**src/sv/tgr_pkg.sv**
```systemverilog
package tgr_pkg;

	// tile store size; a grid larger than this many tiles is flagged as a size error
	localparam int unsigned MaxTiles = 65536;
	// tile counters hold 0..MaxTiles
	localparam int unsigned TileCntW = $clog2(MaxTiles + 1);
	localparam int unsigned ProdW    = 2 * TileCntW;

	// format_mode codes
	localparam logic [1:0] MODE_RAW   = 2'd0;
	localparam logic [1:0] MODE_RLE   = 2'd1;
	localparam logic [1:0] MODE_ALIGN = 2'd2;

	// configuration register indexes
	localparam logic REG_FORMAT_MODE = 1'b0;
	localparam logic REG_START_PHASE = 1'b1;

	localparam logic [3:0] PadBytes = 4'd5;

	typedef enum logic [6:0] {
		PH_HDR  = 7'b0000001,
		PH_CALC = 7'b0000010,
		PH_RAW  = 7'b0000100,
		PH_CTRL = 7'b0001000,
		PH_REP  = 7'b0010000,
		PH_LIT  = 7'b0100000,
		PH_SKIP = 7'b1000000
	} phase_t;

	// one classified command from the parser to the expander
	typedef struct packed {
		logic        is_header;
		logic        size_error;
		logic        last;
		logic [31:0] background;
		logic [31:0] columns;
		logic [31:0] rows;
		logic [31:0] word;
		logic [7:0]  run;
		logic [15:0] idx;
	} cmd_t;

	typedef struct packed {
		logic        is_header;
		logic [31:0] background;
		logic [31:0] columns;
		logic [31:0] rows;
		logic        size_error;
		logic [31:0] tile_first;
		logic [31:0] tile_second;
		logic [1:0]  tile_count;
		logic [15:0] first_index;
		logic        last;
	} res_t;

	// handshake between the command queue and its neighbors
	typedef struct packed {
		logic push;
		logic full;
		logic pop;
		logic empty;
	} q_ctl_t;

endpackage

```
**src/sv/tgr_front.sv**
```systemverilog
module tgr_front (
	input  logic          clk,
	input  logic          arst_n,
	input  logic          cfg_wr_en,
	input  logic          cfg_addr,
	input  logic [1:0]    cfg_wdata,
	input  logic          push,
	input  logic [7:0]    data_byte,
	output logic          full,
	output logic          cmd_push,
	input  logic          cmd_full,
	output tgr_pkg::cmd_t cmd
);
	import tgr_pkg::*;

	phase_t              phase_q;
	logic [3:0]          byte_cnt_q;
	logic [31:0]         word_q;
	logic [31:0]         hdr_bg_q;
	logic [31:0]         hdr_cols_q;
	logic [31:0]         hdr_rows_q;
	logic [TileCntW-1:0] total_q;
	logic [TileCntW-1:0] produced_q;
	logic [7:0]          pending_q;
	logic [31:0]         newest_q;
	logic [3:0]          skip_q;
	logic [1:0]          pos_q;
	logic [1:0]          mode_q;

	logic                accept;
	logic                word_phase;
	logic                word_done;
	logic [1:0]          pos_nxt;
	logic [31:0]         word_nxt;
	logic                cols_big;
	logic                rows_big;
	logic                grid_zero;
	logic [ProdW-1:0]    prod;
	logic                size_err;
	logic [TileCntW-1:0] total_calc;
	logic [TileCntW-1:0] left;
	logic [7:0]          ctrl_raw;
	logic [7:0]          ctrl_run;
	logic [7:0]          run_w;
	logic [TileCntW-1:0] produced_nxt;
	logic                dup;
	logic                differ;
	logic [3:0]          skip_pad;
	logic [1:0]          align_gap;
	logic [3:0]          skip_all;
	logic                tiles_done;

	assign full       = cmd_full || (phase_q == PH_CALC);
	assign accept     = push && !full;
	assign word_phase = (phase_q == PH_RAW) || (phase_q == PH_REP) || (phase_q == PH_LIT);
	assign word_done  = (byte_cnt_q[1:0] == 2'd3);
	assign pos_nxt    = pos_q + 2'd1;
	assign word_nxt   = word_q | (32'(data_byte) << {byte_cnt_q[1:0], 3'b000});

	// grid size check: both factors at most MaxTiles, then a narrow product
	assign cols_big   = hdr_cols_q > 32'(MaxTiles);
	assign rows_big   = hdr_rows_q > 32'(MaxTiles);
	assign grid_zero  = (hdr_cols_q == 32'd0) || (hdr_rows_q == 32'd0);
	assign prod       = ProdW'(hdr_cols_q[TileCntW-1:0]) * ProdW'(hdr_rows_q[TileCntW-1:0]);
	assign size_err   = !grid_zero && (cols_big || rows_big || (prod > ProdW'(MaxTiles)));
	assign total_calc = (size_err || grid_zero) ? '0 : prod[TileCntW-1:0];

	// control byte: run clipped to the tiles still missing
	assign left     = total_q - produced_q;
	assign ctrl_raw = data_byte[7] ? ({1'b0, data_byte[6:0]} + 8'd1) : data_byte;
	assign ctrl_run = (32'(ctrl_raw) > 32'(left)) ? 8'(left) : ctrl_raw;

	assign run_w        = (phase_q == PH_REP) ? pending_q : 8'd1;
	assign produced_nxt = produced_q + TileCntW'(run_w);
	assign tiles_done   = produced_nxt >= total_q;

	// pad and alignment skip after the last coded tile
	// a doubled tile leaves the last two equal
	assign dup       = (phase_q == PH_REP) && (run_w >= 8'd2);
	assign differ    = !dup && (newest_q != word_nxt);
	assign skip_pad  = ((total_q == TileCntW'(1)) || differ) ? PadBytes : 4'd0;
	assign align_gap = 2'd0 - (pos_nxt + skip_pad[1:0]);
	assign skip_all  = skip_pad + ((mode_q >= MODE_ALIGN) ? {2'b00, align_gap} : 4'd0);

	assign cmd_push = ((phase_q == PH_CALC) && !cmd_full) || (accept && word_phase && word_done);

	always_comb begin
		cmd.is_header  = (phase_q == PH_CALC);
		cmd.size_error = size_err;
		cmd.last       = (phase_q == PH_CALC) ? (total_calc == '0) : (produced_nxt == total_q);
		cmd.background = hdr_bg_q;
		cmd.columns    = hdr_cols_q;
		cmd.rows       = hdr_rows_q;
		cmd.word       = word_nxt;
		cmd.run        = run_w;
		cmd.idx        = 16'(produced_q);
	end

	always_ff @(posedge clk or negedge arst_n) begin
		if (!arst_n) begin
			phase_q    <= PH_HDR;
			byte_cnt_q <= '0;
			word_q     <= '0;
			hdr_bg_q   <= '0;
			hdr_cols_q <= '0;
			hdr_rows_q <= '0;
			total_q    <= '0;
			produced_q <= '0;
			pending_q  <= '0;
			newest_q   <= '0;
			skip_q     <= '0;
			pos_q      <= 2'd0;
			mode_q     <= MODE_RLE;
		end else begin
			if (cfg_wr_en && (cfg_addr == REG_START_PHASE)) begin
				pos_q <= cfg_wdata;
			end else if (accept) begin
				pos_q <= pos_nxt;
			end
			case (phase_q)
				PH_HDR: begin
					if (accept) begin
						word_q <= word_done ? 32'd0 : word_nxt;
						if (byte_cnt_q == 4'd3) begin
							hdr_bg_q <= word_nxt;
						end
						if (byte_cnt_q == 4'd7) begin
							hdr_cols_q <= word_nxt;
						end
						if (byte_cnt_q == 4'd11) begin
							hdr_rows_q <= word_nxt;
							byte_cnt_q <= '0;
							phase_q    <= PH_CALC;
						end else begin
							byte_cnt_q <= byte_cnt_q + 4'd1;
						end
					end
				end
				PH_CALC: begin
					if (!cmd_full) begin
						total_q    <= total_calc;
						produced_q <= '0;
						newest_q   <= '0;
						pending_q  <= '0;
						if (total_calc == '0) begin
							phase_q <= PH_HDR;
						end else if (mode_q == MODE_RAW) begin
							phase_q <= PH_RAW;
						end else begin
							phase_q <= PH_CTRL;
						end
					end
				end
				PH_CTRL: begin
					if (accept) begin
						pending_q <= ctrl_run;
						if (data_byte[7]) begin
							phase_q <= PH_REP;
						end else if (ctrl_run != 8'd0) begin
							phase_q <= PH_LIT;
						end
					end
				end
				PH_RAW, PH_REP, PH_LIT: begin
					if (accept) begin
						if (!word_done) begin
							word_q     <= word_nxt;
							byte_cnt_q <= byte_cnt_q + 4'd1;
						end else begin
							word_q     <= '0;
							byte_cnt_q <= '0;
							produced_q <= produced_nxt;
							newest_q   <= word_nxt;
							if (phase_q == PH_LIT) begin
								pending_q <= pending_q - 8'd1;
							end
							if (phase_q == PH_RAW) begin
								if (tiles_done) begin
									phase_q <= PH_HDR;
								end
							end else if (tiles_done) begin
								skip_q  <= skip_all;
								phase_q <= (skip_all == 4'd0) ? PH_HDR : PH_SKIP;
							end else if ((phase_q == PH_REP) || (pending_q == 8'd1)) begin
								phase_q <= PH_CTRL;
							end
						end
					end
				end
				PH_SKIP: begin
					if (accept) begin
						skip_q <= skip_q - 4'd1;
						if (skip_q == 4'd1) begin
							phase_q <= PH_HDR;
						end
					end
				end
				default: begin
					phase_q <= PH_HDR;
				end
			endcase
			// the user must write configuration only while idle; the block itself does not enforce it
			if (cfg_wr_en && (cfg_addr == REG_FORMAT_MODE)) begin
				mode_q <= cfg_wdata;
			end
		end
	end

endmodule

```
**src/sv/tgr_cmd_q.sv**
```systemverilog
module tgr_cmd_q (
	input  logic           clk,
	input  logic           arst_n,
	input  tgr_pkg::q_ctl_t ctl_in,
	output tgr_pkg::q_ctl_t ctl_out,
	input  tgr_pkg::cmd_t  wr_data,
	output tgr_pkg::cmd_t  rd_data
);
	import tgr_pkg::*;

	cmd_t       slot_q [2];
	logic       wr_ptr_q;
	logic       rd_ptr_q;
	logic [1:0] cnt_q;
	logic       do_push;
	logic       do_pop;

	assign do_push = ctl_in.push && (cnt_q != 2'd2);
	assign do_pop  = ctl_in.pop && (cnt_q != 2'd0);

	always_comb begin
		ctl_out       = ctl_in;
		ctl_out.full  = (cnt_q == 2'd2);
		ctl_out.empty = (cnt_q == 2'd0);
	end

	assign rd_data = slot_q[rd_ptr_q];

	always_ff @(posedge clk) begin
		if (do_push) begin
			slot_q[wr_ptr_q] <= wr_data;
		end
	end

	always_ff @(posedge clk or negedge arst_n) begin
		if (!arst_n) begin
			wr_ptr_q <= 1'b0;
			rd_ptr_q <= 1'b0;
			cnt_q    <= 2'd0;
		end else begin
			if (do_push) begin
				wr_ptr_q <= !wr_ptr_q;
			end
			if (do_pop) begin
				rd_ptr_q <= !rd_ptr_q;
			end
			case ({do_push, do_pop})
				2'b10:   cnt_q <= cnt_q + 2'd1;
				2'b01:   cnt_q <= cnt_q - 2'd1;
				default: cnt_q <= cnt_q;
			endcase
		end
	end

endmodule

```
**src/sv/tgr_back.sv**
```systemverilog
module tgr_back (
	input  logic          clk,
	input  logic          arst_n,
	input  logic          cmd_empty,
	input  tgr_pkg::cmd_t cmd,
	output logic          cmd_pop,
	output logic          empty,
	input  logic          pop,
	output tgr_pkg::res_t res
);
	import tgr_pkg::*;

	logic [7:0] done_q;
	logic [7:0] rem;
	logic       two;
	logic       cmd_end;
	logic       emit;
	res_t       res_nxt;

	res_t       slot_q [2];
	logic       wr_ptr_q;
	logic       rd_ptr_q;
	logic [1:0] cnt_q;
	logic       rq_full;
	logic       do_pop;

	// a repeat command is expanded two tiles per result, the last result of an odd run carrying one
	assign rem     = cmd.run - done_q;
	assign two     = !cmd.is_header && (rem >= 8'd2);
	assign cmd_end = cmd.is_header || (rem <= 8'd2);
	assign rq_full = (cnt_q == 2'd2);
	assign emit    = !cmd_empty && !rq_full;
	assign cmd_pop = emit && cmd_end;

	always_comb begin
		res_nxt.is_header   = cmd.is_header;
		res_nxt.background  = cmd.is_header ? cmd.background : 32'd0;
		res_nxt.columns     = cmd.is_header ? cmd.columns : 32'd0;
		res_nxt.rows        = cmd.is_header ? cmd.rows : 32'd0;
		res_nxt.size_error  = cmd.is_header && cmd.size_error;
		res_nxt.tile_first  = cmd.is_header ? 32'd0 : cmd.word;
		res_nxt.tile_second = two ? cmd.word : 32'd0;
		res_nxt.tile_count  = cmd.is_header ? 2'd0 : (two ? 2'd2 : 2'd1);
		res_nxt.first_index = cmd.is_header ? 16'd0 : (cmd.idx + 16'(done_q));
		res_nxt.last        = cmd.last && cmd_end;
	end

	assign empty  = (cnt_q == 2'd0);
	assign do_pop = pop && !empty;
	assign res    = slot_q[rd_ptr_q];

	always_ff @(posedge clk) begin
		if (emit) begin
			slot_q[wr_ptr_q] <= res_nxt;
		end
	end

	always_ff @(posedge clk or negedge arst_n) begin
		if (!arst_n) begin
			done_q   <= '0;
			wr_ptr_q <= 1'b0;
			rd_ptr_q <= 1'b0;
			cnt_q    <= 2'd0;
		end else begin
			if (emit) begin
				done_q   <= cmd_end ? 8'd0 : (done_q + 8'd2);
				wr_ptr_q <= !wr_ptr_q;
			end
			if (do_pop) begin
				rd_ptr_q <= !rd_ptr_q;
			end
			case ({emit, do_pop})
				2'b10:   cnt_q <= cnt_q + 2'd1;
				2'b01:   cnt_q <= cnt_q - 2'd1;
				default: cnt_q <= cnt_q;
			endcase
		end
	end

endmodule

```
**src/sv/tile_grid_rle_decoder_core.sv**
```systemverilog
// Channel   | Direction | Handshake             | Payload
// ----------+-----------+-----------------------+----------------------------------------
// bytes     | in        | push / full           | data_byte
// results   | out       | empty / pop           | is_header, background_index, columns,
//           |           |                       | rows, size_error, tile_first,
//           |           |                       | tile_second, tile_count, first_index, last
// config    | in        | cfg_wr_en (no wait)   | cfg_addr, cfg_wdata
//
// One byte is taken per cycle while the command queue has room and the size check is not running.
// After the twelfth header byte the parser holds full high in its grid size
// check state (narrow multiply and compare).
// A repeat run of N tiles is expanded in pairs, one result per cycle while the result
// queue has room; a long run fills the two-entry command queue and then stalls input.
// A stalled pop holds the two-entry result queue; the parser keeps going until
// the command queue is full as well.
// arst_n clears all control state; config resets to coded mode, phase zero.
module tile_grid_rle_decoder_core (
	input  logic               clk,
	input  logic               arst_n,
	// configuration
	input  logic               cfg_wr_en,
	input  logic               cfg_addr,
	input  logic [1:0]         cfg_wdata,
	// byte stream in
	input  logic               push,
	output logic               full,
	input  logic [7:0]         data_byte,
	// results out
	output logic               empty,
	input  logic               pop,
	output logic               is_header,
	output logic signed [31:0] background_index,
	output logic [31:0]        columns,
	output logic [31:0]        rows,
	output logic               size_error,
	output logic [31:0]        tile_first,
	output logic [31:0]        tile_second,
	output logic [1:0]         tile_count,
	output logic [15:0]        first_index,
	output logic               last
);
	import tgr_pkg::*;

	q_ctl_t q_in;
	q_ctl_t q_out;
	cmd_t   cmd_wr;
	cmd_t   cmd_rd;
	res_t   res;
	logic   cmd_push;
	logic   cmd_pop;

	// front: header assembly, control bytes, word assembly, pad/align skip
	tgr_front u_front (
		.clk       (clk),
		.arst_n    (arst_n),
		.cfg_wr_en (cfg_wr_en),
		.cfg_addr  (cfg_addr),
		.cfg_wdata (cfg_wdata),
		.push      (push),
		.data_byte (data_byte),
		.full      (full),
		.cmd_push  (cmd_push),
		.cmd_full  (q_out.full),
		.cmd       (cmd_wr)
	);

	always_comb begin
		q_in.push  = cmd_push;
		q_in.pop   = cmd_pop;
		q_in.full  = 1'b0;
		q_in.empty = 1'b0;
	end

	// short queue of classified commands between parser and expander
	tgr_cmd_q u_cmd_q (
		.clk     (clk),
		.arst_n  (arst_n),
		.ctl_in  (q_in),
		.ctl_out (q_out),
		.wr_data (cmd_wr),
		.rd_data (cmd_rd)
	);

	// back: expands runs into paired tile results, holds the result queue
	tgr_back u_back (
		.clk       (clk),
		.arst_n    (arst_n),
		.cmd_empty (q_out.empty),
		.cmd       (cmd_rd),
		.cmd_pop   (cmd_pop),
		.empty     (empty),
		.pop       (pop),
		.res       (res)
	);

	assign is_header        = res.is_header;
	assign background_index = signed'(res.background);
	assign columns          = res.columns;
	assign rows             = res.rows;
	assign size_error       = res.size_error;
	assign tile_first       = res.tile_first;
	assign tile_second      = res.tile_second;
	assign tile_count       = res.tile_count;
	assign first_index      = res.first_index;
	assign last             = res.last;

endmodule

```
**config.mk**
```make
export PLATFORM = sky130hd
export DESIGN_NAME = tile_grid_rle_decoder_core
export DESIGN_NICKNAME = d
export VERILOG_FILES = /design/src/sv/tgr_pkg.sv /design/src/sv/tgr_front.sv /design/src/sv/tgr_cmd_q.sv /design/src/sv/tgr_back.sv /design/src/sv/tile_grid_rle_decoder_core.sv
export SDC_FILE = /design/constraint.sdc
export NUM_CORES = 2
export LEC_CHECK = 0
export BUFFER_PORTS_ARGS = -buffer_cell sky130_fd_sc_hd__buf_2
export CORE_ASPECT_RATIO = 1.1
export CORE_MARGIN = 5
export CORE_UTILIZATION = 40
export DETAILED_ROUTE_END_ITERATION = 12
export PLACE_DENSITY_LB_ADDON = 0.3
export RECOVER_POWER = 50
export SLEW_MARGIN = 20
export SYNTH_ARGS = -nofsm -noshare
export SYNTH_HDL_FRONTEND = slang
export SYNTH_SLANG_ARGS = --single-unit
```
**constraint.sdc**
```tcl
create_clock -name clk -period 11.25 [get_ports clk]
set_input_delay 2.25 -clock clk [delete_from_list [all_inputs] [get_ports clk]]
set_output_delay 2.25 -clock clk [all_outputs]
set_load 0.02 [all_outputs]
```
==> impl_metrics.env <==
export IMPL_irDropWorstVdd_uv=233
export IMPL_cts_tree="done"
export IMPL_power_density_mw_per_mm2=272
export IMPL_hp_class="register to register"
export IMPL_post_cts_buffers=0
export IMPL_synth_cell_types=84
export IMPL_dpl_hpwl_um=80400
export IMPL_failed_checks="max-capacitance violations, max-slew violations"
export IMPL_core_mm2=0.120
export IMPL_cp_max_fo=21
export IMPL_crit_buf_inv=4
export IMPL_fin_crit_ps=8280
export IMPL_period_share=0.736
export IMPL_postPlaceCellArea_mm2=0.0510
export IMPL_initial_core_util=0.403
export IMPL_ctsHoldBuffers=0
export IMPL_first_iter_violations=2138
export IMPL_final_cell_mix="edfxtp_1, inv_1, nand2_1, dfrtp_1, nor2_1"
export IMPL_ys_seq_area_frac=0.541
export IMPL_grt_ovfl_total=0
export IMPL_std_cell_rows=133
export IMPL_clockBufferDepth=3
export IMPL_die_w_um=341
export IMPL_power_leakage_nw=22.3
export IMPL_synth_cell_area_mm2=0.0483
export IMPL_antenna_found_initial=6
export IMPL_slew_headroom=-2.87
export IMPL_rsz0062_at_grt="false"
export IMPL_finalWirelength_um=119000
export IMPL_num_vias=30200
export IMPL_fin_cells=5743
export IMPL_endpoint_kind="register"
export IMPL_synth_top_flop_cell="edfxtp_1"
export IMPL_fin_skew_ps=29.6
export IMPL_whs_ps=464
export IMPL_cp_top_family="adder cells"
export IMPL_die_y_um=374
export IMPL_drc=0
export IMPL_htree_levels=3
export IMPL_path_clk_slew_ps=60
export IMPL_grt_pass1_wl_um=184000
export IMPL_cp_arrival_ps=8880
export IMPL_grt_usage=0.185
export IMPL_routedWlPerCell_um=20.7
export IMPL_setup_ws_ps=2970
export IMPL_drive_above_1_share=0.141
export IMPL_crit_top_cell="fa_1"
export IMPL_clock_latency_ps=690
export IMPL_cts_num_sinks=908
export IMPL_layout_commonest_cell="edfxtp_1"
export IMPL_drt_first_pass_iters=6
export IMPL_crit_chain="clkbuf_1 -> nand2_1 -> fa_1 -> fa_1 -> fa_1 -> inv_1 -> fa_1 -> fa_1 -> inv_1 -> fa_1 -> inv_1 -> ha_1 -> nand2_1 -> nor2_1 -> a22oi_1 -> and2_1 -> and3_1 -> a211o_1 -> nor4_1 -> nand3_2 -> nor4b_4 -> a32o_1"
export IMPL_ys_warn_count=0
export IMPL_syn_avg_cell_area_um2=12.1
export IMPL_slew_viol_final=728
export IMPL_slowest_stage="clkbuf_1"
export IMPL_critPathRequiredTime_ps=11850
export IMPL_p_total_mw=14.7
export IMPL_post_route_util=0.450
export IMPL_status="finished, violations left"
export IMPL_syn_nets=4401
export IMPL_placed_cells=5570
export IMPL_fmax_ghz=0.121
export IMPL_post_place_ws_ps=3370
export IMPL_hold_viol=0
export IMPL_cts_made_buffers=91
export IMPL_clock_tree_root_cell="clkbuf_16"
export IMPL_vias_per_cell=5.26
export IMPL_crit_type="register to register"
export IMPL_ant_nets=0
export IMPL_tightest_slew_ps=5800
export IMPL_layout_nets=4538
export IMPL_ios=199
export IMPL_cap_viol_max_count=14
export IMPL_setup_tns_ps=0
export IMPL_cts_resized=0
export IMPL_max_stage_delay_ps=1010
export IMPL_first_global_vias=30700
export IMPL_synth_edf_count=672
export IMPL_synthToLayoutAreaGrowth_pct=11.6
export IMPL_critPathLaunchType="register"
export IMPL_routabilityCongestion=0.861
export IMPL_setup_violations=0
export IMPL_grt_max_degree=146
export IMPL_netlist_instances=3974
export IMPL_final_area_mm2=0.0539
export IMPL_synthArstFlopShare=0.260
export IMPL_ys_ff_latch=908
export IMPL_dieArea_mm2=0.128
export IMPL_io_buffers=198
==> logic make-up (layout without fill, tap and decap cells) <==
family | count (synthesis) | count (layout) | synth area share
XOR/XNOR | 119 | 119 | 0.0216
other | 2 | 4 | 0.000156
multiplexers | 355 | 355 | 0.0789
AND/OR/NAND/NOR | 1043 | 1043 | 0.102
buffers and inverters | 621 | 836 | 0.0487
AO/OA/AOI/OAI | 515 | 515 | 0.0660
flip-flops | 908 | 908 | 0.541
adder cells (fa/ha/maj) | 411 | 411 | 0.142
==> Yosys cell counts (4+ instances only) <==
cell type	count	area (µm²)
nor2b_1	13	81.3
fa_1	228	4560
and3_1	9	56.3
nor3_1	62	310
nand2_1	380	1430
o21ai_1	6	30.0
a31oi_1	12	75.1
nor2_1	232	871
xnor2_1	60	526
or4_1	5	37.5
and2_1	140	876
a32oi_1	4	35.0
a22o_1	16	140
a211oi_1	6	45.0
a21o_1	18	135
clkbuf_1	177	664
buf_1	18	67.6
o31a_1	4	35.0
mux2_1	4	45.0
edfxtp_1	672	20200
nand3b_1	9	67.6
buf_2	8	40.0
a2111oi_0	4	35.0
nor4b_1	4	35.0
nor4_1	32	200
o21bai_1	9	67.6
inv_1	413	1550
mux2_2	201	2260
mux2i_1	150	1500
o21a_1	18	135
a211o_1	4	35.0
o31ai_1	43	323
o22ai_1	4	25.0
nand2b_1	20	125
o221ai_1	6	52.6
nand4_1	36	225
dfrtp_1	234	5860
o21ai_0	196	981
o211ai_1	12	90.1
a21oi_1	114	571
nand3_1	73	365
xor2_1	59	517
ha_1	183	2290
or3_1	10	62.6
==> state kept, by name, indices dropped and copies added, names as in the netlist, 4 cells and up <==
name                count
u_back.done_q           7
u_back.slot_q         362
u_cmd_q.slot_q        310
u_front.byte_cnt_q      4
u_front.hdr_bg_q       32
u_front.hdr_cols_q     32
u_front.hdr_rows_q     32
u_front.newest_q       32
u_front.pending_q       8
u_front.phase_q         7
u_front.produced_q     17
u_front.skip_q          4
u_front.total_q        17
u_front.word_q         32
==> final timing paths <==
check / cells after the start / start / endpoint / slack (ps)
worst max-delay path: 22 / u_front.hdr_cols_q[15]$_DFFE_PN0P_ / u_front.total_q[6]$_DFFE_PN0P_ / 2970
worst min-delay path: 0 / u_front.hdr_bg_q[18]$_DFFE_PN0P_ / u_cmd_q.slot_q[0][138]$_DFFE_PP_ / 460
worst max register to register: 22 / u_front.hdr_cols_q[15]$_DFFE_PN0P_ / u_front.total_q[6]$_DFFE_PN0P_ / 2970
worst min register to register: 0 / u_front.hdr_bg_q[18]$_DFFE_PN0P_ / u_cmd_q.slot_q[0][138]$_DFFE_PP_ / 460
max in group asynchronous: 1 / arst_n / u_back.rd_ptr_q$_DFFE_PN0P_ / 3480
min in group asynchronous: 1 / arst_n / u_front.mode_q[1]$_DFFE_PN0P_ / 3690
==> metal layers <==
metal / vias to the layer above / share of wire / global-route usage
met1: 15200 / 0.41 / 0.237
met4: 0 / 0.037 / 0.0650
li1: 14000 / - / -
met3: 204 / 0.055 / 0.0323
met5: - / 0 / 0
met2: 756 / 0.49 / 0.316
==> power by group <==
part	switching (mW)	internal [mW]	leakage, nW
logic	3.78	1.92	11.2
clock network	1.31	1.78	1.53
registers	0.694	5.18	9.50
total	5.78	8.88	22.3
==> area by class of cell <==
type	instances	area, µm²
clock buffers	124	2660
inverters	415	1560
diodes	2	5.00
fillers	10900	65800
well taps	1552	1940
flip-flops and latches	908	26100
repair buffers	250	1300
multi-input cells	2445	19900
clock inverters	47	419
Power figures use the tool's default switching activity.
